<file path="src/rtl/tqvg_pkg.sv">
// ----------------------------------------------------------------------------
// Torus quad vertex generator package
// Shared widths, codes, cell record, angle arithmetic and the sine and cosine
// tables, which are built at elaboration.
// ----------------------------------------------------------------------------
package tqvg_pkg;

  localparam int ANGLE_STEPS = 360;
  localparam int ANG_W       = $clog2(ANGLE_STEPS);
  localparam int IN_ANG_W    = 9;
  localparam int STEP_W      = 9;
  localparam int RADIUS_W    = 16;
  localparam int TRIG_W      = 16;
  localparam int POS_W       = 18;
  localparam int CORNER_W    = 2;
  localparam int CFG_IDX_W   = 2;
  localparam int CFG_DATA_W  = 16;

  localparam int RING_W      = RADIUS_W + TRIG_W + 2;
  localparam int TERM_W      = RADIUS_W + TRIG_W + 1;
  localparam int PROD_W      = RING_W + TRIG_W;

  localparam int QUEUE_DEPTH = 2;
  localparam int QUEUE_PTR_W = (QUEUE_DEPTH > 1) ? $clog2(QUEUE_DEPTH) : 1;
  localparam int QUEUE_CNT_W = $clog2(QUEUE_DEPTH + 1);
  localparam logic [QUEUE_PTR_W-1:0] QUEUE_PTR_LAST = QUEUE_PTR_W'(QUEUE_DEPTH - 1);
  localparam logic [QUEUE_CNT_W-1:0] QUEUE_FULL_CNT = QUEUE_CNT_W'(QUEUE_DEPTH);

  localparam int MOD_SH    = 20;
  localparam int RECIP_W   = MOD_SH - 1;
  localparam int MOD_W     = IN_ANG_W + RECIP_W;
  localparam int MOD_RECIP = (1 << MOD_SH) / ANGLE_STEPS;

  localparam logic [ANG_W:0] ANGLE_STEPS_W = (ANG_W + 1)'(ANGLE_STEPS);

  localparam logic [RADIUS_W-1:0] MAJOR_RADIUS_RST = 16'd6400;
  localparam logic [RADIUS_W-1:0] MINOR_RADIUS_RST = 16'd1280;
  localparam logic [ANG_W-1:0]    MAJOR_STEP_RST   = ANG_W'(20 % ANGLE_STEPS);
  localparam logic [ANG_W-1:0]    MINOR_STEP_RST   = ANG_W'(20 % ANGLE_STEPS);

  localparam logic [63:0] PI_Q30      = 64'd3373259426;
  localparam logic [63:0] HALF_PI_Q30 = PI_Q30 / 64'd2;
  localparam logic [63:0] TWO_PI_Q30  = PI_Q30 * 64'd2;
  localparam logic [63:0] ONE_Q30     = 64'd1 << 30;

  typedef enum logic [CFG_IDX_W-1:0] {
    REG_MAJOR_RADIUS = 2'd0,
    REG_MINOR_RADIUS = 2'd1,
    REG_MAJOR_STEP   = 2'd2,
    REG_MINOR_STEP   = 2'd3
  } cfg_reg_e;

  typedef enum logic [CORNER_W-1:0] {
    CORNER_BASE  = 2'd0,
    CORNER_MAJOR = 2'd1,
    CORNER_BOTH  = 2'd2,
    CORNER_MINOR = 2'd3
  } corner_e;

  typedef struct packed {
    logic [ANG_W-1:0] u0;
    logic [ANG_W-1:0] u1;
    logic [ANG_W-1:0] v0;
    logic [ANG_W-1:0] v1;
  } cell_t;

  typedef logic [ANGLE_STEPS-1:0][TRIG_W-1:0] trig_tab_t;

  // Reduces a raw angle modulo the number of angle steps: reciprocal
  // multiply, then at most one correction.
  function automatic logic [ANG_W-1:0] mod_angle(input logic [IN_ANG_W-1:0] x);
    logic [MOD_W-1:0] xw;
    logic [MOD_W-1:0] prod;
    logic [MOD_W-1:0] rem;
    xw   = MOD_W'(x);
    prod = xw * MOD_W'(MOD_RECIP);
    rem  = xw - ((prod >> MOD_SH) * MOD_W'(ANGLE_STEPS));
    if (rem >= MOD_W'(ANGLE_STEPS)) begin
      rem = rem - MOD_W'(ANGLE_STEPS);
    end
    return rem[ANG_W-1:0];
  endfunction

  // Adds two reduced angles and wraps once.
  function automatic logic [ANG_W-1:0] wrap_add(input logic [ANG_W-1:0] a,
                                                input logic [ANG_W-1:0] b);
    logic [ANG_W:0] s;
    s = {1'b0, a} + {1'b0, b};
    if (s >= ANGLE_STEPS_W) begin
      s = s - ANGLE_STEPS_W;
    end
    return s[ANG_W-1:0];
  endfunction

  // Sine in Q1.15 of an angle in [0, 2*pi) given in Q30.
  function automatic logic [TRIG_W-1:0] sin_q15(input logic [63:0] a_in);
    logic        neg;
    logic [63:0] a;
    logic [63:0] x2;
    logic [63:0] s;
    logic [63:0] m;
    a   = a_in;
    neg = 1'b0;
    if (a >= PI_Q30) begin
      a   = a - PI_Q30;
      neg = 1'b1;
    end
    if (a > HALF_PI_Q30) begin
      a = PI_Q30 - a;
    end
    x2 = (a * a) >> 30;
    s  = ONE_Q30;
    s  = ONE_Q30 - ((s * x2) >> 30) / 64'd156;
    s  = ONE_Q30 - ((s * x2) >> 30) / 64'd110;
    s  = ONE_Q30 - ((s * x2) >> 30) / 64'd72;
    s  = ONE_Q30 - ((s * x2) >> 30) / 64'd42;
    s  = ONE_Q30 - ((s * x2) >> 30) / 64'd20;
    s  = ONE_Q30 - ((s * x2) >> 30) / 64'd6;
    m  = (((s * a) >> 30) + 64'd16384) >> 15;
    if (m > 64'd32767) begin
      m = 64'd32767;
    end
    return neg ? TRIG_W'(-m) : TRIG_W'(m);
  endfunction

  function automatic trig_tab_t build_sin_tab();
    trig_tab_t   t;
    logic [63:0] a;
    for (int k = 0; k < ANGLE_STEPS; k++) begin
      a    = (TWO_PI_Q30 * 64'(k)) / 64'(ANGLE_STEPS);
      t[k] = sin_q15(a);
    end
    return t;
  endfunction

  function automatic trig_tab_t build_cos_tab();
    trig_tab_t   t;
    logic [63:0] c;
    for (int k = 0; k < ANGLE_STEPS; k++) begin
      c = (TWO_PI_Q30 * 64'(k)) / 64'(ANGLE_STEPS) + HALF_PI_Q30;
      if (c >= TWO_PI_Q30) begin
        c = c - TWO_PI_Q30;
      end
      t[k] = sin_q15(c);
    end
    return t;
  endfunction

  localparam trig_tab_t SIN_TAB = build_sin_tab();
  localparam trig_tab_t COS_TAB = build_cos_tab();

endpackage

</file>
<file path="src/rtl/tqvg_front.sv">
// ----------------------------------------------------------------------------
// Torus quad vertex generator front end
// Accepts a cell request, reduces its angles and forms the four corner angles,
// then hands the cell to the queue.
// ----------------------------------------------------------------------------
module tqvg_front (
  input  logic                          clk_i,
  input  logic                          rst_ni,
  input  logic                          start_i,
  output logic                          busy_o,
  input  logic [tqvg_pkg::IN_ANG_W-1:0] major_angle_i,
  input  logic [tqvg_pkg::IN_ANG_W-1:0] minor_angle_i,
  input  logic [tqvg_pkg::ANG_W-1:0]    major_step_i,
  input  logic [tqvg_pkg::ANG_W-1:0]    minor_step_i,
  input  logic                          q_full_i,
  output logic                          push_o,
  output tqvg_pkg::cell_t               cell_o
);

  logic                       valid_q, valid_d;
  logic [tqvg_pkg::ANG_W-1:0] u0_q;
  logic [tqvg_pkg::ANG_W-1:0] v0_q;
  logic                       accept;

  assign push_o = valid_q && !q_full_i;
  assign busy_o = valid_q && q_full_i;
  assign accept = start_i && !busy_o;
  assign valid_d = accept || (valid_q && !push_o);

  always_ff @(posedge clk_i or negedge rst_ni) begin
    if (!rst_ni) begin
      valid_q <= 1'b0;
    end else begin
      valid_q <= valid_d;
    end
  end

  always_ff @(posedge clk_i) begin
    if (accept) begin
      u0_q <= tqvg_pkg::mod_angle(major_angle_i);
      v0_q <= tqvg_pkg::mod_angle(minor_angle_i);
    end
  end

  always_comb begin
    cell_o.u0 = u0_q;
    cell_o.u1 = tqvg_pkg::wrap_add(u0_q, major_step_i);
    cell_o.v0 = v0_q;
    cell_o.v1 = tqvg_pkg::wrap_add(v0_q, minor_step_i);
  end

endmodule

</file>
<file path="config.mk">
export PLATFORM = sky130hd
export DESIGN_NAME = tqvg_front
export DESIGN_NICKNAME = d
export VERILOG_FILES = /design/src/rtl/tqvg_pkg.sv /design/src/rtl/tqvg_front.sv
export SDC_FILE = /design/constraint.sdc
export NUM_CORES = 1
export LEC_CHECK = 0
export BUFFER_PORTS_ARGS = -buffer_cell sky130_fd_sc_hd__buf_2
export CORE_ASPECT_RATIO = 0.5
export CORE_MARGIN = 2
export CORE_UTILIZATION = 25
export CTS_BUF_LIST = sky130_fd_sc_hd__clkbuf_8
export DETAILED_ROUTE_END_ITERATION = 6
export PLACE_DENSITY_LB_ADDON = 0.3
export SYNTH_ARGS = -nofsm -noshare
export SYNTH_HDL_FRONTEND = slang
export SYNTH_SLANG_ARGS = --single-unit
</file>
<file path="constraint.sdc">
create_clock -name clk_i -period 3.5 [get_ports clk_i]
set_input_delay 0.35 -clock clk_i [delete_from_list [all_inputs] [get_ports clk_i]]
set_output_delay 0.35 -clock clk_i [all_outputs]
set_load 0.005 [all_outputs]
</file>
==> impl_metrics.yaml, run 1 <==
grt:
  grt_pass1_wl_mm: 18.9
  grt_max_degree: 19
  grt_pass1_vias: 4121
  grt_overflow: 0
  grt_util_all_layers: 0.116
  antenna_found_initial: 0
timing:
  rsz0062_at_grt: "yes"
  clock.fmax_mhz: 204
  worstMarginPinSlew_ns: 0.978
  setup_slack_ns: -1.40
  period_needed_ns: 4.90
  timing.final.crit_share: 1.40
  finalClockSkew_ns: 0.00151
  holdWs_ns: 0.282
  setup_viol: 12
  relSlewSlack: 0.345
  hold_viol: 0
  slew_violations: 0
pwr:
  power.share.switching: 0.446
  clockPowerShare: 0.044
  power_frac_comb: 0.858
  power_density_nw_per_um2: 525
  p_int_mw: 2.00
  p_switching_mw: 1.61
  p_total_mw: 3.61
  vdd_drop_max_mv: 0.183
  pwr-share-seq: 0.099
  power_leakage_nw: 3.31
layout:
  areaGrowthSynthToFinish_pct: 48.8
  drive_gt1_frac: 0.428
  fin_nets: 866
  antenna_cells: 0
  fin_cells: 931
  fin_util: 0.377
setup_path:
  endpoint_kind: "register"
  critPathMaxFanout: 4
  cp.arrival_ns: 5.01
  startpoint: "minor_angle_i[6]"
  timing.rr.start: "valid_q"
  endpoint: "v0_q[4]"
  critical_path_class: "in2reg"
  r2r_slack_ns: 1.82
  worst_r2r_path_depth: 2
  rr_endpoint: "v0_q[8]"
  cp-start-kind: "input pin"
  required_ns: 3.61
floorplanning:
  initial_core_util: 0.254
  io_pins: 78
  core_area_um2: 18300
  die_w_um: 196
  die_area_um2: 19700
  die_y_um: 100
  rows: 35
cts:
  clk_pin_slew_ns: 0.07
  clock_latency_ns: 0.26
  cts_inserted_buffers: 3
  cts_tree: "built"
  cts_buffer_depth: 2
  ctsRootBufferMaster: "clkbuf_8"
  cts_num_sinks: 19
  ctsHtreeMaxLevel: 1
synthesis:
  synthMuxAreaShare: 0.0332
  post-synth-top-count-cell: "ha_1"
  synth-compound-area-share: 0.172
  syn_nets: 674
  yosys_warnings: 0
  synth_commonest_cells: "ha_1, inv_1, fa_1, nand2_1, xnor2_1"
  ys_types: 61
  synth_edf_count: 18
  yosys.area_share.adder: 0.417
  synth_top_family_by_area: "adder cells"
  async_flop_share: 0.0526
  synth_xor_xnor_area_share: 0.0640
  synth_top_area_share: 0.270
  synth-simple-area-share: 0.120
  synth_area_per_cell_um2: 9.26
  yosysTopAreaCell: "ha_1"
  synth.ff_latch_count: 19
  ys_seq_area_frac: 0.122
  ys.flop_type: "edfxtp_1"
  syn_inst: 500
  synthTopCellsByArea: "ha_1, fa_1, edfxtp_1"
  netlist_area_um2: 4630
drt:
  top_layer_used: "met4"
  route.detailed.drc: 0
  drtIter0Drc: 108
  wl_met3_um: 198
  met1_length_mm: 5.05
  via_per_inst: 4.46
  wl_met2_mm: 6.18
  drt_wl_total_mm: 11.4
  num_vias: 4152
  routedWlPerCell_um: 12.3
  drt-pass1-iter-count: 4
  ant_nets: 0
placed_design:
  portBuffers: 77
  dp.cells: 904
  gp_congestion: 0.805
  dp_hpwl_mm: 9.87
status:
  status: "complete, but fails checks"
  violations: "setup timing"
run:
  drv_cap: 0
worst_hold_path:
  hold_class: "in2reg"
cells in the final DEF (no fill, tap or decap), types with 4 or more instances in the layout:
master and instances:
ha_1 81, ha_4 18, o21ai_0 8, o31a_1 6, nor3_1 5, o21a_1 4, nand3_1 11, edfxtp_1 18
buf_2 68, xor2_1 5, and2_1 8, o21bai_1 5, nor2_1 18, a21oi_2 6, xnor2_2 6, fa_1 31
mux2i_1 10, buf_4 102, inv_1 71, a21oi_1 15, a21o_1 11, o21ai_1 9, inv_2 11, o21ai_2 5
xnor2_1 17, nand2_1 24, buf_6 16
registers in the layout (all words and copies together), names as in the netlist:
| name | cells |
|---|---|
| v0_q | 9 |
| valid_q | 1 |
| u0_q | 9 |
worst max-delay path, stage by stage:
cell       delay (ns)
buf_2            0.13
ha_1             0.27
inv_1            0.06
fa_1             0.53
inv_1            0.05
fa_1             0.47
fa_1             0.45
ha_4             0.26
a21o_1           0.16
a221oi_2         0.29
a2bb2oi_2        0.21
o211a_4          0.21
buf_6            0.11
inv_4            0.03
ha_4             0.29
nor2b_4          0.17
nand3_1          0.09
mux2_4           0.28
nand3_4          0.09
o21ai_4          0.07
a21boi_2         0.18
mux2i_1          0.23
routing by layer:
layer,global-route usage,vias up
li1,-,2145
met1,0.142,1975
met2,0.229,30
met3,0.0131,2
met4,0.00874,0
met5,0,-
what timing repair did:
action                                  CTS  global route
hold endpoints to repair                  1             0
buffers inserted                         11            12
hold buffers                              1             0
resized for setup                        39            64
endpoints found under the setup margin   16            22
pin swaps                                20            52
power groups by stage:
stage | Clock [mW] | Sequential (mW) | Combinational (mW)
floorplan | 0 | 0.363 | 1.80
global placement | 0 | 0.362 | 2.65
detailed placement | 0 | 0.363 | 2.69
CTS | 0.167 | 0.358 | 2.83
global route | 0.177 | 0.363 | 3.49
finish | 0.158 | 0.357 | 3.10
cell type report:
| cell class | count | area (um^2) |
|---|---|---|
| sequential | 19 | 566 |
| tap | 240 | 300 |
| clock inverter | 1 | 3.75 |
| multi-input combinational | 395 | 4330 |
| fill | 1829 | 11400 |
| clock buffer | 3 | 41.3 |
| inverter | 84 | 323 |
| timing repair buffer | 189 | 1330 |
cells by family after synthesis:
kind of cell | Yosys count
adder cells (fa/ha/maj) | 134
XOR/XNOR | 33
multiplexers | 14
AND/OR/NAND/NOR | 106
buffers and inverters | 86
AO/OA/AOI/OAI | 108
flip-flops | 19
per-stage QoR:
stage / area, um^2 / setup slack [ns] / setup TNS (ns)
2_1_floorplan: 4840 / -1.57 / -17.59
3_3_place_gp: 6180 / -1.86 / -21.25
3_5_place_dp: 6180 / -1.97 / -21.88
4_1_cts: 6500 / -1.51 / -16.99
5_1_grt: 6890 / -1.63 / -18.67
6_report: 6890 / -1.40 / -16.06
how the worst min path moves through the flow:
stage / from / endpoint / slack (ns) / cells past startpoint
global placement: rst_ni / valid_q / 0.13 / 1
floorplan: rst_ni / valid_q / 0.05 / 0
detailed placement: rst_ni / valid_q / 0.13 / 1
finish: start_i / valid_q / 0.28 / 2
CTS: start_i / valid_q / 0.27 / 2
global route: start_i / valid_q / 0.28 / 2
Power figures use the tool's default switching activity.
==> run 2, diff against run 1 <==
--- a/config.mk
+++ b/config.mk
@@ -12,6 +12,7 @@
 export CTS_BUF_LIST = sky130_fd_sc_hd__clkbuf_8
 export DETAILED_ROUTE_END_ITERATION = 6
 export PLACE_DENSITY_LB_ADDON = 0.3
+export SETUP_SLACK_MARGIN = 0.2
 export SYNTH_ARGS = -nofsm -noshare
 export SYNTH_HDL_FRONTEND = slang
 export SYNTH_SLANG_ARGS = --single-unit
==> impl_metrics.yaml, run 2 (synthesis gave the netlist of run 1 again) <==
status:
  status: "complete, but fails checks"
  violations: "setup timing"
layout:
  drive_gt1_frac: 0.455
  mostFrequentLayoutCell: "buf_4"
  antenna_cells: 0
  areaGrowthSynthToFinish_pct: 52.5
  fin_nets: 881
  reg.largest.list: "u0_q x9, v0_q x9, valid_q x1"
  final_cell_mix: "buf_4, ha_1, inv_1, buf_2, fa_1"
cts:
  clk_pin_slew_ns: 0.07
  ctsHtreeMaxLevel: 1
  clock_latency_ns: 0.26
  cts_inserted_buffers: 3
  cts_num_sinks: 19
  cts_tree: "built"
  cts_buffer_depth: 2
  ctsRootBufferMaster: "clkbuf_8"
floorplanning:
  io_pins: 78
  rows: 35
  die_area_um2: 19700
  die_y_um: 100
  initial_core_util: 0.254
  core_area_um2: 18300
  die_w_um: 196
placed_design:
  dp_hpwl_mm: 9.87
  portBuffers: 77
  gp_congestion: 0.805
pwr:
  p_total_mw: 3.89
  vdd_drop_max_mv: 0.251
  power_leakage_nw: 3.40
  power_density_nw_per_um2: 550
timing:
  worstMarginPinSlew_ns: 0.986
  period_needed_ns: 4.90
  rsz0062_at_grt: "yes"
  finalClockSkew_ns: 0.00157
  setup_slack_ns: -1.40
  hold_viol: 0
  slew_violations: 0
  timing.final.crit_share: 1.40
  setup_tns_ns: -16.07
  clock.fmax_mhz: 204
  relSlewSlack: 0.340
  setup_viol: 12
drt:
  via_per_inst: 4.50
  route.detailed.drc: 0
  top_layer_used: "met4"
  ant_nets: 0
  drt-pass1-iter-count: 4
  wl_met3_um: 213
  num_vias: 4256
  wl_met2_mm: 6.46
  drt_wl_total_mm: 11.9
  routedWlPerCell_um: 12.6
  met1_length_mm: 5.13
  drtIter0Drc: 135
grt:
  antenna_found_initial: 0
  grt_pass1_wl_mm: 19.3
  grt_util_all_layers: 0.119
  grt_overflow: 0
  grt_max_degree: 19
  grt_pass1_vias: 4205
worst_hold_path:
  hold_class: "in2reg"
setup_path:
  cp.arrival_ns: 5.01
  critPathMaxFanout: 4
  required_ns: 3.61
  critical_path_class: "in2reg"
  cp-start-kind: "input pin"
  r2r_slack_ns: 1.81
  endpoint_kind: "register"
run:
  drv_cap: 0
-- run 2: changes by cell type in the layout (fill, tap and decap cells not counted), sizes merged --
cell,change
buf,+15
-- run 2: where the power goes --
part           switching [mW]  total [mW]  internal [mW]
registers              0.0253       0.356          0.331
logic                    1.60        3.37           1.77
clock network          0.0794       0.158         0.0784
total                    1.71        3.89           2.18
-- run 2: metrics by stage --
step           hold WS [ns]  utilization  cell area (um^2)  setup WS (ns)  cells
2_1_floorplan        0.0544            -              4840          -1.57    500
3_3_place_gp          0.125        0.338              6180          -1.86    904
3_5_place_dp          0.126        0.338              6180          -1.97    904
4_1_cts               0.274        0.366              6680          -1.51    932
5_1_grt               0.284        0.387              7060          -1.63    946
6_report              0.282        0.387              7060          -1.40    946
-- run 2: final cells by class --
cell class / instances / area, um^2
clock buffer: 3 / 41.3
tap: 240 / 300
sequential: 19 / 566
fill: 1816 / 11200
clock inverter: 1 / 3.75
inverter: 84 / 323
timing repair buffer: 204 / 1460
multi-input combinational: 395 / 4370
-- run 2: per-layer routing --
layer / GRT usage / vias up
met5: 0 / -
met4: 0.0140 / 0
met1: 0.143 / 2034
li1: - / 2178
met2: 0.235 / 38
met3: 0.0134 / 6
-- run 2: critical path, cell delays in order --
cell and delay, ns:
buf_2 0.13, ha_1 0.27, inv_1 0.06, fa_1 0.53, inv_1 0.05, fa_1 0.47
fa_1 0.45, ha_4 0.26, a21o_1 0.16, a221oi_2 0.29, a2bb2oi_2 0.21, o211a_4 0.21
buf_6 0.11, inv_4 0.03, ha_4 0.16, or4_1 0.39, mux2_4 0.28, nand3_4 0.09
o21ai_4 0.07, a21boi_2 0.18, mux2i_1 0.23
-- run 2: timing repair --
| action | CTS | global route |
|---|---|---|
| pin swaps | 41 | 49 |
| gates resized for setup | 61 | 57 |
| setup buffers | 23 | 14 |
| hold endpoints to repair | 1 | 0 |
| setup endpoints to repair | 23 | 23 |
| hold buffers | 1 | 0 |
-- run 2: path summary, 6_finish.rpt --
kind                                       start       to  cells after the start
worst min-delay path                     start_i  valid_q                      2
worst min register to register           valid_q  valid_q                      2
min in group asynchronous                 rst_ni  valid_q                      2
max in group asynchronous                 rst_ni  valid_q                      2
worst max register to register           valid_q  v0_q[8]                      2
worst max-delay path            minor_angle_i[6]  v0_q[4]                     21
==> run 3, diff against run 2 <==
--- a/config.mk
+++ b/config.mk
@@ -13,6 +13,7 @@
 export DETAILED_ROUTE_END_ITERATION = 6
 export PLACE_DENSITY_LB_ADDON = 0.3
 export SETUP_SLACK_MARGIN = 0.2
+export SKIP_CTS_REPAIR_TIMING = 1
 export SYNTH_ARGS = -nofsm -noshare
 export SYNTH_HDL_FRONTEND = slang
 export SYNTH_SLANG_ARGS = --single-unit
==> impl_metrics.yaml, run 3 (synthesis gave the netlist of run 1 again) <==
pwr:
  vdd_drop_max_mv: 0.181
  power.share.switching: 0.446
  power_leakage_nw: 3.31
  power_frac_comb: 0.860
  pwr-share-seq: 0.097
  power_density_nw_per_um2: 532
  p_total_mw: 3.66
  p_int_mw: 2.03
  p_switching_mw: 1.63
  clockPowerShare: 0.043
timing:
  setup_tns_ns: -16.36
  setup_viol: 12
  hold_viol: 0
  finalClockSkew_ns: 0.00205
  rsz0062_at_grt: "yes"
  relSlewSlack: 0.343
  slew_violations: 0
  holdWs_ns: 0.282
  worstMarginPinSlew_ns: 0.981
  timing.final.crit_share: 1.41
  period_needed_ns: 4.92
  clock.fmax_mhz: 203
  setup_slack_ns: -1.42
worst_hold_path:
  hold_class: "in2reg"
  hold_end: "valid_q"
  hold_depth: 2
  min_from: "start_i"
drt:
  via_per_inst: 4.46
  route.detailed.drc: 0
  drt_wl_total_mm: 11.5
  drtIter0Drc: 98
  ant_nets: 0
  routedWlPerCell_um: 12.3
  num_vias: 4143
  drt-pass1-iter-count: 4
layout:
  drive_gt1_frac: 0.427
  mostFrequentLayoutCell: "buf_4"
  antenna_cells: 0
  fin_nets: 864
  final_cell_mix: "buf_4, ha_1, inv_1, buf_2, fa_1"
  reg.largest.list: "u0_q x9, v0_q x9, valid_q x1"
  areaGrowthSynthToFinish_pct: 48.5
setup_path:
  timing.rr.start: "valid_q"
  critPathMaxFanout: 4
  rr_endpoint: "v0_q[8]"
  cp-start-kind: "input pin"
  cp.arrival_ns: 4.93
  worst_r2r_path_depth: 2
  critical_path_class: "in2reg"
  r2r_slack_ns: 1.81
  required_ns: 3.51
  endpoint_kind: "register"
grt:
  grt_overflow: 0
  grt_pass1_wl_mm: 18.4
  grt_max_degree: 19
  grt_util_all_layers: 0.114
  grt_pass1_vias: 4035
  antenna_found_initial: 0
placed_design:
  dp_hpwl_mm: 9.87
  place_ws_ns: -1.97
  gp_congestion: 0.805
  portBuffers: 77
status:
  status: "complete, but fails checks"
  violations: "setup timing"
cts:
  cts_tree: "built"
  ctsRootBufferMaster: "clkbuf_8"
  clock_latency_ns: 0.26
  clk_pin_slew_ns: 0.07
  cts_inserted_buffers: 3
  ctsHtreeMaxLevel: 1
  cts_buffer_depth: 2
  cts_num_sinks: 19
floorplanning:
  die_w_um: 196
  initial_core_util: 0.254
  die_y_um: 100
  die_area_um2: 19700
  io_pins: 78
  core_area_um2: 18300
  rows: 35
run:
  drv_cap: 0
run 3: cell count changes in the layout (fill, tap and decap cells not counted), moves of 3 or more:
cell,before,now
a21oi_2,8,5
buf_4,114,103
buf_6,19,11
xnor2_1,15,18
run 3: layer usage:
metal  wire, um  vias up  global-route usage
li1           -     2138                   -
met1       5090     1971               0.140
met2       6160       34               0.221
met3        212        0              0.0131
met4          0        0             0.00874
met5          0        -                   0
run 3: worst max-delay path by stage:
stage	start	end	slack (ns)	cells after the start
after floorplan	minor_angle_i[4]	v0_q[5]	-1.57	24
after global routing	minor_angle_i[4]	v0_q[4]	-1.65	24
after CTS	minor_angle_i[4]	v0_q[5]	-1.69	25
final	major_angle_i[4]	u0_q[5]	-1.42	24
after detailed placement	minor_angle_i[4]	v0_q[5]	-1.97	25
after global placement	minor_angle_i[4]	v0_q[4]	-1.86	24
run 3: worst max-delay path: stages:
cell and delay [ns]:
buf_12 0.11, ha_4 0.26, inv_2 0.03, fa_1 0.53
inv_1 0.05, fa_1 0.47, inv_1 0.05, fa_1 0.49
inv_2 0.04, ha_4 0.21, a211oi_2 0.20, nand2_2 0.11
o31a_1 0.27, o211ai_4 0.19, inv_2 0.08, ha_4 0.17
nor2b_4 0.15, xnor2_2 0.14, or2_4 0.23, mux2i_2 0.16
a2bb2oi_2 0.10, o2111ai_2 0.29, nand2_1 0.11, xor2_1 0.15
run 3: power by group through the flow:
stage	Clock [mW]	Sequential [mW]	Combinational, mW
floorplan	0	0.363	1.80
global placement	0	0.362	2.65
detailed placement	0	0.363	2.69
CTS	0.167	0.358	2.71
global route	0.176	0.363	3.53
finish	0.158	0.356	3.15
run 3: per-stage QoR:
step | area (um^2) | util | instances
after floorplan | 4840 | - | 500
after global placement | 6180 | 0.338 | 904
after detailed placement | 6180 | 0.338 | 904
after CTS | 6220 | 0.341 | 908
after global routing | 6880 | 0.377 | 929
final | 6880 | 0.377 | 929
run 3: cell type report:
class	instances	area [um^2]
Fill cell	1825	11400
Multi-Input combinational cell	395	4340
Timing Repair Buffer	187	1310
Inverter	84	323
Clock inverter	1	3.75
Tap cell	240	300
Clock buffer	3	41.3
Sequential cell	19	566
