**src/rtl/tqvg_pkg.sv**
```systemverilog
// ----------------------------------------------------------------------------
// Torus quad vertex generator package
// Shared widths, codes, cell record, angle arithmetic and the sine and cosine
// tables, which are built at elaboration.
// ----------------------------------------------------------------------------
package tqvg_pkg;

  localparam int ANGLE_STEPS = 360;
  localparam int ANG_W       = $clog2(ANGLE_STEPS);
  localparam int IN_ANG_W    = 9;
  localparam int STEP_W      = 9;
  localparam int RADIUS_W    = 16;
  localparam int TRIG_W      = 16;
  localparam int POS_W       = 18;
  localparam int CORNER_W    = 2;
  localparam int CFG_IDX_W   = 2;
  localparam int CFG_DATA_W  = 16;

  localparam int RING_W      = RADIUS_W + TRIG_W + 2;
  localparam int TERM_W      = RADIUS_W + TRIG_W + 1;
  localparam int PROD_W      = RING_W + TRIG_W;

  localparam int QUEUE_DEPTH = 2;
  localparam int QUEUE_PTR_W = (QUEUE_DEPTH > 1) ? $clog2(QUEUE_DEPTH) : 1;
  localparam int QUEUE_CNT_W = $clog2(QUEUE_DEPTH + 1);
  localparam logic [QUEUE_PTR_W-1:0] QUEUE_PTR_LAST = QUEUE_PTR_W'(QUEUE_DEPTH - 1);
  localparam logic [QUEUE_CNT_W-1:0] QUEUE_FULL_CNT = QUEUE_CNT_W'(QUEUE_DEPTH);

  localparam int MOD_SH    = 20;
  localparam int RECIP_W   = MOD_SH - 1;
  localparam int MOD_W     = IN_ANG_W + RECIP_W;
  localparam int MOD_RECIP = (1 << MOD_SH) / ANGLE_STEPS;

  localparam logic [ANG_W:0] ANGLE_STEPS_W = (ANG_W + 1)'(ANGLE_STEPS);

  localparam logic [RADIUS_W-1:0] MAJOR_RADIUS_RST = 16'd6400;
  localparam logic [RADIUS_W-1:0] MINOR_RADIUS_RST = 16'd1280;
  localparam logic [ANG_W-1:0]    MAJOR_STEP_RST   = ANG_W'(20 % ANGLE_STEPS);
  localparam logic [ANG_W-1:0]    MINOR_STEP_RST   = ANG_W'(20 % ANGLE_STEPS);

  localparam logic [63:0] PI_Q30      = 64'd3373259426;
  localparam logic [63:0] HALF_PI_Q30 = PI_Q30 / 64'd2;
  localparam logic [63:0] TWO_PI_Q30  = PI_Q30 * 64'd2;
  localparam logic [63:0] ONE_Q30     = 64'd1 << 30;

  typedef enum logic [CFG_IDX_W-1:0] {
    REG_MAJOR_RADIUS = 2'd0,
    REG_MINOR_RADIUS = 2'd1,
    REG_MAJOR_STEP   = 2'd2,
    REG_MINOR_STEP   = 2'd3
  } cfg_reg_e;

  typedef enum logic [CORNER_W-1:0] {
    CORNER_BASE  = 2'd0,
    CORNER_MAJOR = 2'd1,
    CORNER_BOTH  = 2'd2,
    CORNER_MINOR = 2'd3
  } corner_e;

  typedef struct packed {
    logic [ANG_W-1:0] u0;
    logic [ANG_W-1:0] u1;
    logic [ANG_W-1:0] v0;
    logic [ANG_W-1:0] v1;
  } cell_t;

  typedef logic [ANGLE_STEPS-1:0][TRIG_W-1:0] trig_tab_t;

  // Reduces a raw angle modulo the number of angle steps: reciprocal
  // multiply, then at most one correction.
  function automatic logic [ANG_W-1:0] mod_angle(input logic [IN_ANG_W-1:0] x);
    logic [MOD_W-1:0] xw;
    logic [MOD_W-1:0] prod;
    logic [MOD_W-1:0] rem;
    xw   = MOD_W'(x);
    prod = xw * MOD_W'(MOD_RECIP);
    rem  = xw - ((prod >> MOD_SH) * MOD_W'(ANGLE_STEPS));
    if (rem >= MOD_W'(ANGLE_STEPS)) begin
      rem = rem - MOD_W'(ANGLE_STEPS);
    end
    return rem[ANG_W-1:0];
  endfunction

  // Adds two reduced angles and wraps once.
  function automatic logic [ANG_W-1:0] wrap_add(input logic [ANG_W-1:0] a,
                                                input logic [ANG_W-1:0] b);
    logic [ANG_W:0] s;
    s = {1'b0, a} + {1'b0, b};
    if (s >= ANGLE_STEPS_W) begin
      s = s - ANGLE_STEPS_W;
    end
    return s[ANG_W-1:0];
  endfunction

  // Sine in Q1.15 of an angle in [0, 2*pi) given in Q30.
  function automatic logic [TRIG_W-1:0] sin_q15(input logic [63:0] a_in);
    logic        neg;
    logic [63:0] a;
    logic [63:0] x2;
    logic [63:0] s;
    logic [63:0] m;
    a   = a_in;
    neg = 1'b0;
    if (a >= PI_Q30) begin
      a   = a - PI_Q30;
      neg = 1'b1;
    end
    if (a > HALF_PI_Q30) begin
      a = PI_Q30 - a;
    end
    x2 = (a * a) >> 30;
    s  = ONE_Q30;
    s  = ONE_Q30 - ((s * x2) >> 30) / 64'd156;
    s  = ONE_Q30 - ((s * x2) >> 30) / 64'd110;
    s  = ONE_Q30 - ((s * x2) >> 30) / 64'd72;
    s  = ONE_Q30 - ((s * x2) >> 30) / 64'd42;
    s  = ONE_Q30 - ((s * x2) >> 30) / 64'd20;
    s  = ONE_Q30 - ((s * x2) >> 30) / 64'd6;
    m  = (((s * a) >> 30) + 64'd16384) >> 15;
    if (m > 64'd32767) begin
      m = 64'd32767;
    end
    return neg ? TRIG_W'(-m) : TRIG_W'(m);
  endfunction

  function automatic trig_tab_t build_sin_tab();
    trig_tab_t   t;
    logic [63:0] a;
    for (int k = 0; k < ANGLE_STEPS; k++) begin
      a    = (TWO_PI_Q30 * 64'(k)) / 64'(ANGLE_STEPS);
      t[k] = sin_q15(a);
    end
    return t;
  endfunction

  function automatic trig_tab_t build_cos_tab();
    trig_tab_t   t;
    logic [63:0] c;
    for (int k = 0; k < ANGLE_STEPS; k++) begin
      c = (TWO_PI_Q30 * 64'(k)) / 64'(ANGLE_STEPS) + HALF_PI_Q30;
      if (c >= TWO_PI_Q30) begin
        c = c - TWO_PI_Q30;
      end
      t[k] = sin_q15(c);
    end
    return t;
  endfunction

  localparam trig_tab_t SIN_TAB = build_sin_tab();
  localparam trig_tab_t COS_TAB = build_cos_tab();

endpackage

```
**src/rtl/tqvg_fifo.sv**
```systemverilog
// ----------------------------------------------------------------------------
// Torus quad vertex generator cell queue
// Short queue of prepared cells between the front end and the vertex engine.
// ----------------------------------------------------------------------------
module tqvg_fifo (
  input  logic            clk_i,
  input  logic            rst_ni,
  input  logic            push_i,
  input  tqvg_pkg::cell_t cell_i,
  output logic            full_o,
  input  logic            pop_i,
  output logic            valid_o,
  output tqvg_pkg::cell_t cell_o
);

  tqvg_pkg::cell_t                  mem_q [tqvg_pkg::QUEUE_DEPTH];
  logic [tqvg_pkg::QUEUE_PTR_W-1:0] wr_ptr_q, wr_ptr_d;
  logic [tqvg_pkg::QUEUE_PTR_W-1:0] rd_ptr_q, rd_ptr_d;
  logic [tqvg_pkg::QUEUE_CNT_W-1:0] count_q, count_d;

  assign full_o  = (count_q == tqvg_pkg::QUEUE_FULL_CNT);
  assign valid_o = (count_q != '0);
  assign cell_o  = mem_q[rd_ptr_q];

  always_comb begin
    wr_ptr_d = wr_ptr_q;
    rd_ptr_d = rd_ptr_q;
    count_d  = count_q;
    if (push_i) begin
      wr_ptr_d = (wr_ptr_q == tqvg_pkg::QUEUE_PTR_LAST) ? '0 : wr_ptr_q + 1'b1;
    end
    if (pop_i) begin
      rd_ptr_d = (rd_ptr_q == tqvg_pkg::QUEUE_PTR_LAST) ? '0 : rd_ptr_q + 1'b1;
    end
    if (push_i && !pop_i) begin
      count_d = count_q + 1'b1;
    end else if (pop_i && !push_i) begin
      count_d = count_q - 1'b1;
    end
  end

  always_ff @(posedge clk_i or negedge rst_ni) begin
    if (!rst_ni) begin
      wr_ptr_q <= '0;
      rd_ptr_q <= '0;
      count_q  <= '0;
    end else begin
      wr_ptr_q <= wr_ptr_d;
      rd_ptr_q <= rd_ptr_d;
      count_q  <= count_d;
    end
  end

  always_ff @(posedge clk_i) begin
    if (push_i) begin
      mem_q[wr_ptr_q] <= cell_i;
    end
  end

endmodule

```
**config.mk**
```make
export PLATFORM = sky130hd
export DESIGN_NAME = tqvg_fifo
export DESIGN_NICKNAME = d
export VERILOG_FILES = /design/src/rtl/tqvg_pkg.sv /design/src/rtl/tqvg_fifo.sv
export SDC_FILE = /design/constraint.sdc
export NUM_CORES = 1
export LEC_CHECK = 0
export BUFFER_PORTS_ARGS = -buffer_cell sky130_fd_sc_hd__buf_2
export CORE_MARGIN = 2
export CORE_UTILIZATION = 47
export DETAILED_ROUTE_END_ITERATION = 6
export MAX_ROUTING_LAYER = met4
export PLACE_DENSITY = 0.72
export SETUP_SLACK_MARGIN = 0.05
export SYNTH_ARGS = -nofsm -noshare
export SYNTH_HDL_FRONTEND = slang
export SYNTH_SLANG_ARGS = --single-unit
```
**constraint.sdc**
```tcl
create_clock -name clk_i -period 2.3 [get_ports clk_i]
set_input_delay 0.46 -clock clk_i [delete_from_list [all_inputs] [get_ports clk_i]]
set_output_delay 0.46 -clock clk_i [all_outputs]
set_load 0.02 [all_outputs]
```
==> flow_metrics.env, run 1 <==
export IMPL_die_area_sq_um=6896
export IMPL_tightest_slew_ns=0.4717
export IMPL_grt_first_pass_wirelength_um=7051
export IMPL_fillers=472
export IMPL_crit_path_end_kind="output pin"
export IMPL_gp_congestion=0.6892
export IMPL_fmax_mhz=495.3
export IMPL_cp_cell_sequence="buf_4 > mux2_2 > buf_2"
export IMPL_drt_initial_drc_count=47
export IMPL_multiInputGateArea_sq_um=608.1
export IMPL_yosys_area_top_type_share=0.7363
export IMPL_drv_cap=0
export IMPL_r2r_start="wr_ptr_q"
export IMPL_clk_latency_ns=0.33
export IMPL_max_vdd_ir_drop_mv=0.5939
export IMPL_synth_mux_area_frac=0.1751
export IMPL_yosys_warnings=0
export IMPL_drv_slew=0
export IMPL_syn_avg_cell_area_sq_um=22.94
export IMPL_grt_max_degree=25
export IMPL_power_mw=4.733
export IMPL_finalCritPeriodShare=0.8778
export IMPL_overflow=0
export IMPL_dr_pass1_iters=5
export IMPL_ios=78
export IMPL_yosys_area_top_type="edfxtp_1"
export IMPL_outcome="complete, no violations"
export IMPL_rrSetupSlack_ns=0.86
export IMPL_synthTopCellsByArea="edfxtp_1 (74%), mux2_4 (15%), dfrtp_1 (3.4%), mux2_2 (2.7%), buf_12 (2.0%)"
export IMPL_postRouteAntennaNets=0
export IMPL_synth_area_sq_um=2937
export IMPL_drive_gt1_frac=0.6143
export IMPL_final_nets=259
export IMPL_grt_setup_unrepaired="no"
export IMPL_cp_max_fo=17
export IMPL_die_h_um=83.05
export IMPL_holdCritPathClass="input pin to register"
export IMPL_clk_pin_slew_ns=0.08
export IMPL_via_per_inst=4.748
export IMPL_skew_ns=0.004559
export IMPL_ctsResizeCount=0
export IMPL_min_period_ns=2.019
export IMPL_syn_instance_count=128
export IMPL_routed_wl_um=4388
export IMPL_cts_tree="yes"
export IMPL_cp_num_buf_inv=2
export IMPL_numCtsBuffers=9
export IMPL_cp_arrival_ns=1.56
export IMPL_setup_viol=0
export IMPL_p_leak_nw=1.495
export IMPL_port_buffers=77
export IMPL_worstSetupStartpoint="rd_ptr_q"
export IMPL_cellPowerDensity_nw_per_um2=1291
export IMPL_initial_core_util=0.4902
export IMPL_cts_setup_buffers=0
export IMPL_cp_depth=3
export IMPL_synth_top_family_by_area="multiplexers"
export IMPL_cts_buffer_depth=2
export IMPL_reg2reg_depth=2
export IMPL_cpPeakStageDelay_ns=0.39
export IMPL_numPlacedInstances=281
export IMPL_synthAdderAreaFrac=0.004261
export IMPL_grt_util_all_layers=0.1377
export IMPL_yosys_area_share_simple=0.009800
export IMPL_clock_sinks=76
export IMPL_slew_headroom=0.6855
export IMPL_h_tree_depth=3
export IMPL_required_ns=1.84
export IMPL_clockRootBuffer="clkbuf_8"
export IMPL_grt_pass1_vias=1500
export IMPL_ys_types=14
export IMPL_num_vias=1415
export IMPL_wl_per_cell_um=14.72
export IMPL_drc=0
export IMPL_ctsHoldBuffers=1
export IMPL_rr_endpoint="mem_q[1][12]"
export IMPL_die_w_um=83.05
export IMPL_crit_family="buffers and inverters"
export IMPL_finalHoldViolations=0
export IMPL_fin_setup_tns_ns=0
export IMPL_synth_xor_area_share=0.01491
export IMPL_synth_seq_cells=76
export IMPL_ys_flop_type="edfxtp_1"
export IMPL_ys_seq_area_frac=0.7703
export IMPL_fin_cells=298
export IMPL_crit_end="cell_o[15]"
export IMPL_syn_to_final_growth_pct=24.84
export IMPL_slowest_stage="dfrtp_2"
export IMPL_synth_compound_area_share=0
export IMPL_synth_commonest_cells="edfxtp_1 (72), mux2_4 (29), mux2_2 (7)"
export IMPL_ff_latch_area_sq_um=2263
export IMPL_path_class="register to output pin"
export IMPL_startpoint_type="register"
export IMPL_antenna_found_initial=0
export IMPL_postSynthNetCount=169
export IMPL_core_area_sq_um=5991
export IMPL_yosysMostFrequentCell="edfxtp_1"
export IMPL_synth_edf_count=72
export IMPL_antenna_cells=0
export IMPL_rows=28
export IMPL_place_hpwl_um=3000
export IMPL_async_flop_share=0.05263
registers in the layout, summed over array words and instances (netlist names):
register  flops
count_q       2
mem_q        72
rd_ptr_q      1
wr_ptr_q      1
per-layer routing:
metal,up-vias,GRT usage,wire length (um)
met3,10,0.03579,255
li1,677,-,-
met5,-,-,0
met1,672,0.1661,1964
met2,56,0.2170,2087
met4,0,0.06706,81
metrics by stage:
stage | area, sq um | utilization | setup slack [ns] | hold slack [ns]
6_report | 3666 | 0.6119 | 0.2811 | 0.3107
5_1_grt | 3666 | 0.6119 | 0.2180 | 0.2974
4_1_cts | 3666 | 0.6119 | 0.2623 | 0.2965
3_5_place_dp | 3417 | 0.5704 | 0.6284 | 0.2740
3_3_place_gp | 3417 | 0.5704 | 0.6499 | 0.2731
2_1_floorplan | 2939 | - | 0.4571 | 0.1644
layout by cell type (no fill, tap or decap):
master	Yosys	routed
nor2b_1	2	1
dfrtp_2	0	1
mux2_2	7	7
clkbuf_8	0	9
buf_2	0	77
nor2_1	1	1
xnor2_1	1	1
mux2_4	29	29
dlygate4sd3_1	0	1
or2_2	1	1
clkinvlp_4	0	1
buf_12	3	2
xor2_1	4	4
bufinv_16	0	3
edfxtp_1	72	72
clkinv_1	0	1
buf_4	0	3
nor2b_4	0	1
clkinv_2	0	1
ha_1	1	1
dfrtp_1	4	3
and2_2	0	1
inv_1	1	1
clkinv_4	0	1
logic make-up (layout without fill, tap and decap cells):
group,count (synthesis),after routing
DFF,76,76
and+or+nand+nor,5,5
muxes,36,36
xor gates and xnor gates,5,5
adders and majority gates,1,1
buffers and inverters,5,100
how the worst min path moves through the flow:
stage | to | from | cells after the start | slack (ns)
floorplan | count_q[0] | rst_ni | 0 | 0.16
global placement | count_q[0] | rst_ni | 1 | 0.27
detailed placement | count_q[1] | rst_ni | 1 | 0.27
CTS | mem_q[0][7] | cell_i[7] | 1 | 0.30
global route | mem_q[0][6] | cell_i[6] | 1 | 0.30
finish | mem_q[0][6] | cell_i[6] | 1 | 0.31
report_power, final:
group          switching (mW)  total (mW)  internal, mW
Clock                   0.457        1.17         0.716
Sequential             0.0922        1.93          1.84
Combinational           0.878        1.62         0.747
layout make-up:
| cell class | count | area share |
|---|---|---|
| clock buffer | 9 | 0.03379 |
| inverter | 1 | 0.001024 |
| tap | 75 | 0.02560 |
| timing repair buffer | 83 | 0.1249 |
| sequential | 76 | 0.6174 |
| multi-input combinational | 47 | 0.1659 |
| clock inverter | 7 | 0.03140 |
Note: power is estimated with default switching activity, not from simulation.
==> run 2, diff against run 1 <==
MAX_ROUTING_LAYER = default   (was met4)
==> flow_metrics.env, run 2 (same netlist as run 1, synthesis figures left out) <==
export IMPL_final_nets=259
export IMPL_antenna_found_initial=0
export IMPL_reg2reg_depth=2
export IMPL_outcome="complete, no violations"
export IMPL_tightest_slew_ns=0.4717
export IMPL_h_tree_depth=3
export IMPL_fin_util=0.6119
export IMPL_finalHoldWorstSlack_ns=0.3121
export IMPL_die_area_sq_um=6896
export IMPL_routed_wl_um=4365
export IMPL_rows=28
export IMPL_die_w_um=83.05
export IMPL_cp_num_buf_inv=2
export IMPL_swShare=0.3010
export IMPL_cts_buffer_depth=2
export IMPL_setup_viol=0
export IMPL_cp_depth=3
export IMPL_gp_congestion=0.6822
export IMPL_startpoint_type="register"
export IMPL_clk_latency_ns=0.33
export IMPL_largestRegisters="mem_q: 72 flops, count_q: 2 flops"
export IMPL_layout_common_cells="buf_2 (77), edfxtp_1 (72), mux2_4 (29)"
export IMPL_clockRootBuffer="clkbuf_8"
export IMPL_drv_slew=0
export IMPL_largest_register_ffs=72
export IMPL_antenna_cells=0
export IMPL_initial_core_util=0.4902
export IMPL_final_common_cell="buf_2"
export IMPL_p_seq_frac=0.409
export IMPL_pre_cts_ws_ns=0.6284
export IMPL_drive_gt1_frac=0.6143
export IMPL_wl_per_cell_um=14.65
export IMPL_ff_latch_area_sq_um=2263
export IMPL_slew_headroom=0.6855
export IMPL_internal_power_mw=3.306
export IMPL_postRouteAntennaNets=0
export IMPL_finalHoldViolations=0
export IMPL_overflow=0
export IMPL_rrSetupSlack_ns=0.86
export IMPL_cts_setup_buffers=0
export IMPL_grt_util_all_layers=0.1338
export IMPL_cp_max_fo=17
export IMPL_core_area_sq_um=5991
export IMPL_clk_pin_slew_ns=0.08
export IMPL_clock_sinks=76
export IMPL_drv_cap=0
export IMPL_fmax_mhz=495.8
export IMPL_grt_first_pass_wirelength_um=7051
export IMPL_slowest_stage="dfrtp_2"
export IMPL_cp_cell_sequence="buf_4 > mux2_2 > buf_2"
export IMPL_finalCritPeriodShare=0.8769
export IMPL_place_hpwl_um=3000
export IMPL_fin_setup_tns_ns=0
export IMPL_via_per_inst=4.725
export IMPL_port_buffers=77
export IMPL_cpPeakStageDelay_ns=0.39
export IMPL_required_ns=1.84
export IMPL_p_comb_frac=0.343
export IMPL_ctsResizeCount=0
export IMPL_dr_pass1_iters=5
export IMPL_numCtsBuffers=9
export IMPL_syn_to_final_growth_pct=24.84
export IMPL_multiInputGateArea_sq_um=608.1
export IMPL_skew_ns=0.004727
export IMPL_ios=78
export IMPL_die_h_um=83.05
export IMPL_holdCritPathClass="input pin to register"
export IMPL_drt_initial_drc_count=46
export IMPL_fillers=472
export IMPL_cellPowerDensity_nw_per_um2=1290
export IMPL_path_class="register to output pin"
export IMPL_max_vdd_ir_drop_mv=0.5941
export IMPL_grt_max_degree=25
export IMPL_top_register="mem_q"
export IMPL_min_period_ns=2.017
export IMPL_crit_family="buffers and inverters"
export IMPL_numPlacedInstances=281
export IMPL_num_vias=1408
export IMPL_power_switching_mw=1.424
export IMPL_p_leak_nw=1.495
export IMPL_cp_arrival_ns=1.56
export IMPL_fin_cells=298
export IMPL_grt_setup_unrepaired="no"
export IMPL_crit_path_end_kind="output pin"
export IMPL_grt_pass1_vias=1502
export IMPL_clkPwrFrac=0.248
export IMPL_ctsHoldBuffers=1
export IMPL_drc=0
export IMPL_hold_path_cell_count=1
export IMPL_layout_setup_ws_ns=0.2832
export IMPL_cts_tree="yes"
==> run 2: cell counts in the layout (fill, tap and decap cells not counted) <==
No cell type changed its count.
==> run 2: stage by stage <==
step           instance area (sq um)  total power, mW
2_1_floorplan                   2939            3.228
3_3_place_gp                    3417            3.599
3_5_place_dp                    3417            3.623
4_1_cts                         3666            4.796
5_1_grt                         3666            4.938
6_report                        3666            4.730
==> run 2: layer usage <==
metal | track usage | vias to the layer above | wire, um
met3 | 0.04076 | 9 | 274
met2 | 0.2170 | 55 | 2087
li1 | - | 677 | -
met4 | 0.06706 | 0 | 71
met5 | 0 | - | 0
met1 | 0.1627 | 667 | 1932
==> run 2: area by class of cell <==
type                            instances  area share
Multi-Input combinational cell         47      0.1659
Tap cell                               75     0.02560
Timing Repair Buffer                   83      0.1249
Inverter                                1    0.001024
Clock inverter                          7     0.03140
Clock buffer                            9     0.03379
Sequential cell                        76      0.6174
==> run 2: final timing paths <==
kind / startpoint / endpoint
setup reg to reg: wr_ptr_q / mem_q[1][12]
max in group asynchronous: rst_ni / rd_ptr_q
min in group asynchronous: rst_ni / count_q[1]
setup / recovery: rd_ptr_q / cell_o[15]
hold / removal: cell_i[4] / mem_q[0][4]
hold reg to reg: count_q[1] / count_q[1]
==> run 2: power by group through the flow <==
stage               combinational, mW  clock [mW]  sequential (mW)
floorplan                        1.29           0             1.94
global placement                 1.64           0             1.96
detailed placement               1.65           0             1.97
CTS                              1.66        1.20             1.94
global route                     1.73        1.25             1.96
finish                           1.62        1.17             1.93
==> run 3, diff against run 2 <==
RECOVER_POWER = 100   (was default)
==> flow_metrics.env, run 3 (same netlist as run 1, synthesis figures left out) <==
export IMPL_crit_family="buffers and inverters"
export IMPL_syn_to_final_growth_pct=19.26
export IMPL_top_usage_layer="met2"
export IMPL_drive_gt1_frac=0.3498
export IMPL_h_tree_depth=3
export IMPL_cp_depth=3
export IMPL_final_common_cell="edfxtp_1"
export IMPL_finalCritPeriodShare=0.8806
export IMPL_crit_path_end_kind="output pin"
export IMPL_layout_setup_ws_ns=0.2746
export IMPL_clk_pin_slew_ns=0.08
export IMPL_grt_setup_unrepaired="no"
export IMPL_required_ns=1.84
export IMPL_clk_latency_ns=0.33
export IMPL_hold_path_cell_count=1
export IMPL_largest_register_ffs=72
export IMPL_antenna_cells=0
export IMPL_die_h_um=83.05
export IMPL_postRouteAntennaNets=0
export IMPL_overflow=0
export IMPL_slew_headroom=0.5273
export IMPL_fin_setup_tns_ns=0
export IMPL_cp_max_fo=20
export IMPL_numCtsBuffers=9
export IMPL_holdCritPathClass="input pin to register"
export IMPL_die_area_sq_um=6896
export IMPL_skew_ns=0.004970
export IMPL_clock_sinks=76
export IMPL_cellPowerDensity_nw_per_um2=1273
export IMPL_wl_per_cell_um=14.80
export IMPL_largestRegisters="mem_q: 72 flops, count_q: 2 flops"
export IMPL_top_register="mem_q"
export IMPL_cts_tree="yes"
export IMPL_tightest_slew_ns=0.7091
export IMPL_dr_pass1_iters=5
export IMPL_antenna_found_initial=0
export IMPL_drv_slew=0
export IMPL_grt_first_pass_wirelength_um=7051
export IMPL_cp_cell_sequence="clkbuf_4 > mux2_1 > buf_2"
export IMPL_gp_congestion=0.6822
export IMPL_max_vdd_ir_drop_mv=0.5654
export IMPL_ios=78
export IMPL_grt_util_all_layers=0.1338
export IMPL_fin_util=0.5846
export IMPL_cts_buffer_depth=2
export IMPL_cp_arrival_ns=1.57
export IMPL_outcome="complete, no violations"
export IMPL_ctsResizeCount=0
export IMPL_reg2reg_depth=2
export IMPL_slowest_stage="mux2_1"
export IMPL_place_hpwl_um=3000
export IMPL_setup_viol=0
export IMPL_die_w_um=83.05
export IMPL_cpPeakStageDelay_ns=0.38
export IMPL_finalHoldViolations=0
export IMPL_initial_core_util=0.4902
export IMPL_finalHoldWorstSlack_ns=0.3120
export IMPL_port_buffers=77
export IMPL_final_nets=259
export IMPL_grt_use_met2=0.2170
export IMPL_grt_pass1_vias=1502
export IMPL_clockRootBuffer="clkbuf_8"
export IMPL_power_mw=4.458
export IMPL_grt_max_degree=25
export IMPL_path_class="register to output pin"
export IMPL_num_vias=1414
export IMPL_min_period_ns=2.025
export IMPL_drv_cap=0
export IMPL_via_per_inst=4.745
export IMPL_use_met3=0.04076
export IMPL_core_area_sq_um=5991
export IMPL_pre_cts_ws_ns=0.6284
export IMPL_rows=28
export IMPL_drt_initial_drc_count=35
export IMPL_p_leak_nw=1.289
export IMPL_grt_met1_usage=0.1627
export IMPL_startpoint_type="register"
export IMPL_drc=0
export IMPL_layout_common_cells="edfxtp_1 (72), buf_2 (42), clkbuf_1 (36)"
export IMPL_routed_wl_um=4409
export IMPL_fmax_mhz=493.7
export IMPL_cp_num_buf_inv=2
-- run 3: final timing paths --
path	startpoint	end	slack (ns)
hold reg to reg	count_q[1]	count_q[1]	0.48
hold / removal	cell_i[4]	mem_q[0][4]	0.31
min in group asynchronous	rst_ni	count_q[1]	0.49
setup reg to reg	wr_ptr_q	mem_q[1][10]	0.54
setup / recovery	rd_ptr_q	cell_o[34]	0.27
max in group asynchronous	rst_ni	rd_ptr_q	1.59
-- run 3: cell type report --
cell class,count,area [sq um]
Fill cell,510,2489
Sequential cell,76,2263
Multi-Input combinational cell,47,521.8
Timing Repair Buffer,83,380.4
Clock buffer,9,123.9
Clock inverter,7,115.1
Tap cell,75,93.84
Inverter,1,3.754
-- run 3: stage by stage --
step                cell area [sq um]  instances
floorplan                        2939        128
global placement                 3417        281
detailed placement               3417        281
CTS                              3666        298
global route                     3502        298
finish                           3502        298
-- run 3: metal layers --
layer,share of wire,up-vias
li1,-,680
met1,0.45,670
met2,0.47,55
met3,0.061,9
met4,0.016,0
met5,0,-
-- run 3: report_power, final --
| group | switching (mW) | internal, mW |
|---|---|---|
| clock | 0.451 | 0.716 |
| combinational | 0.854 | 0.511 |
| sequential | 0.0811 | 1.84 |
-- run 3: repair_timing --
item / 4_1_cts / 5_1_grt
hold endpoints to repair: 4 / 0
hold buffers: 1 / 0
buffers inserted: 0 / 0
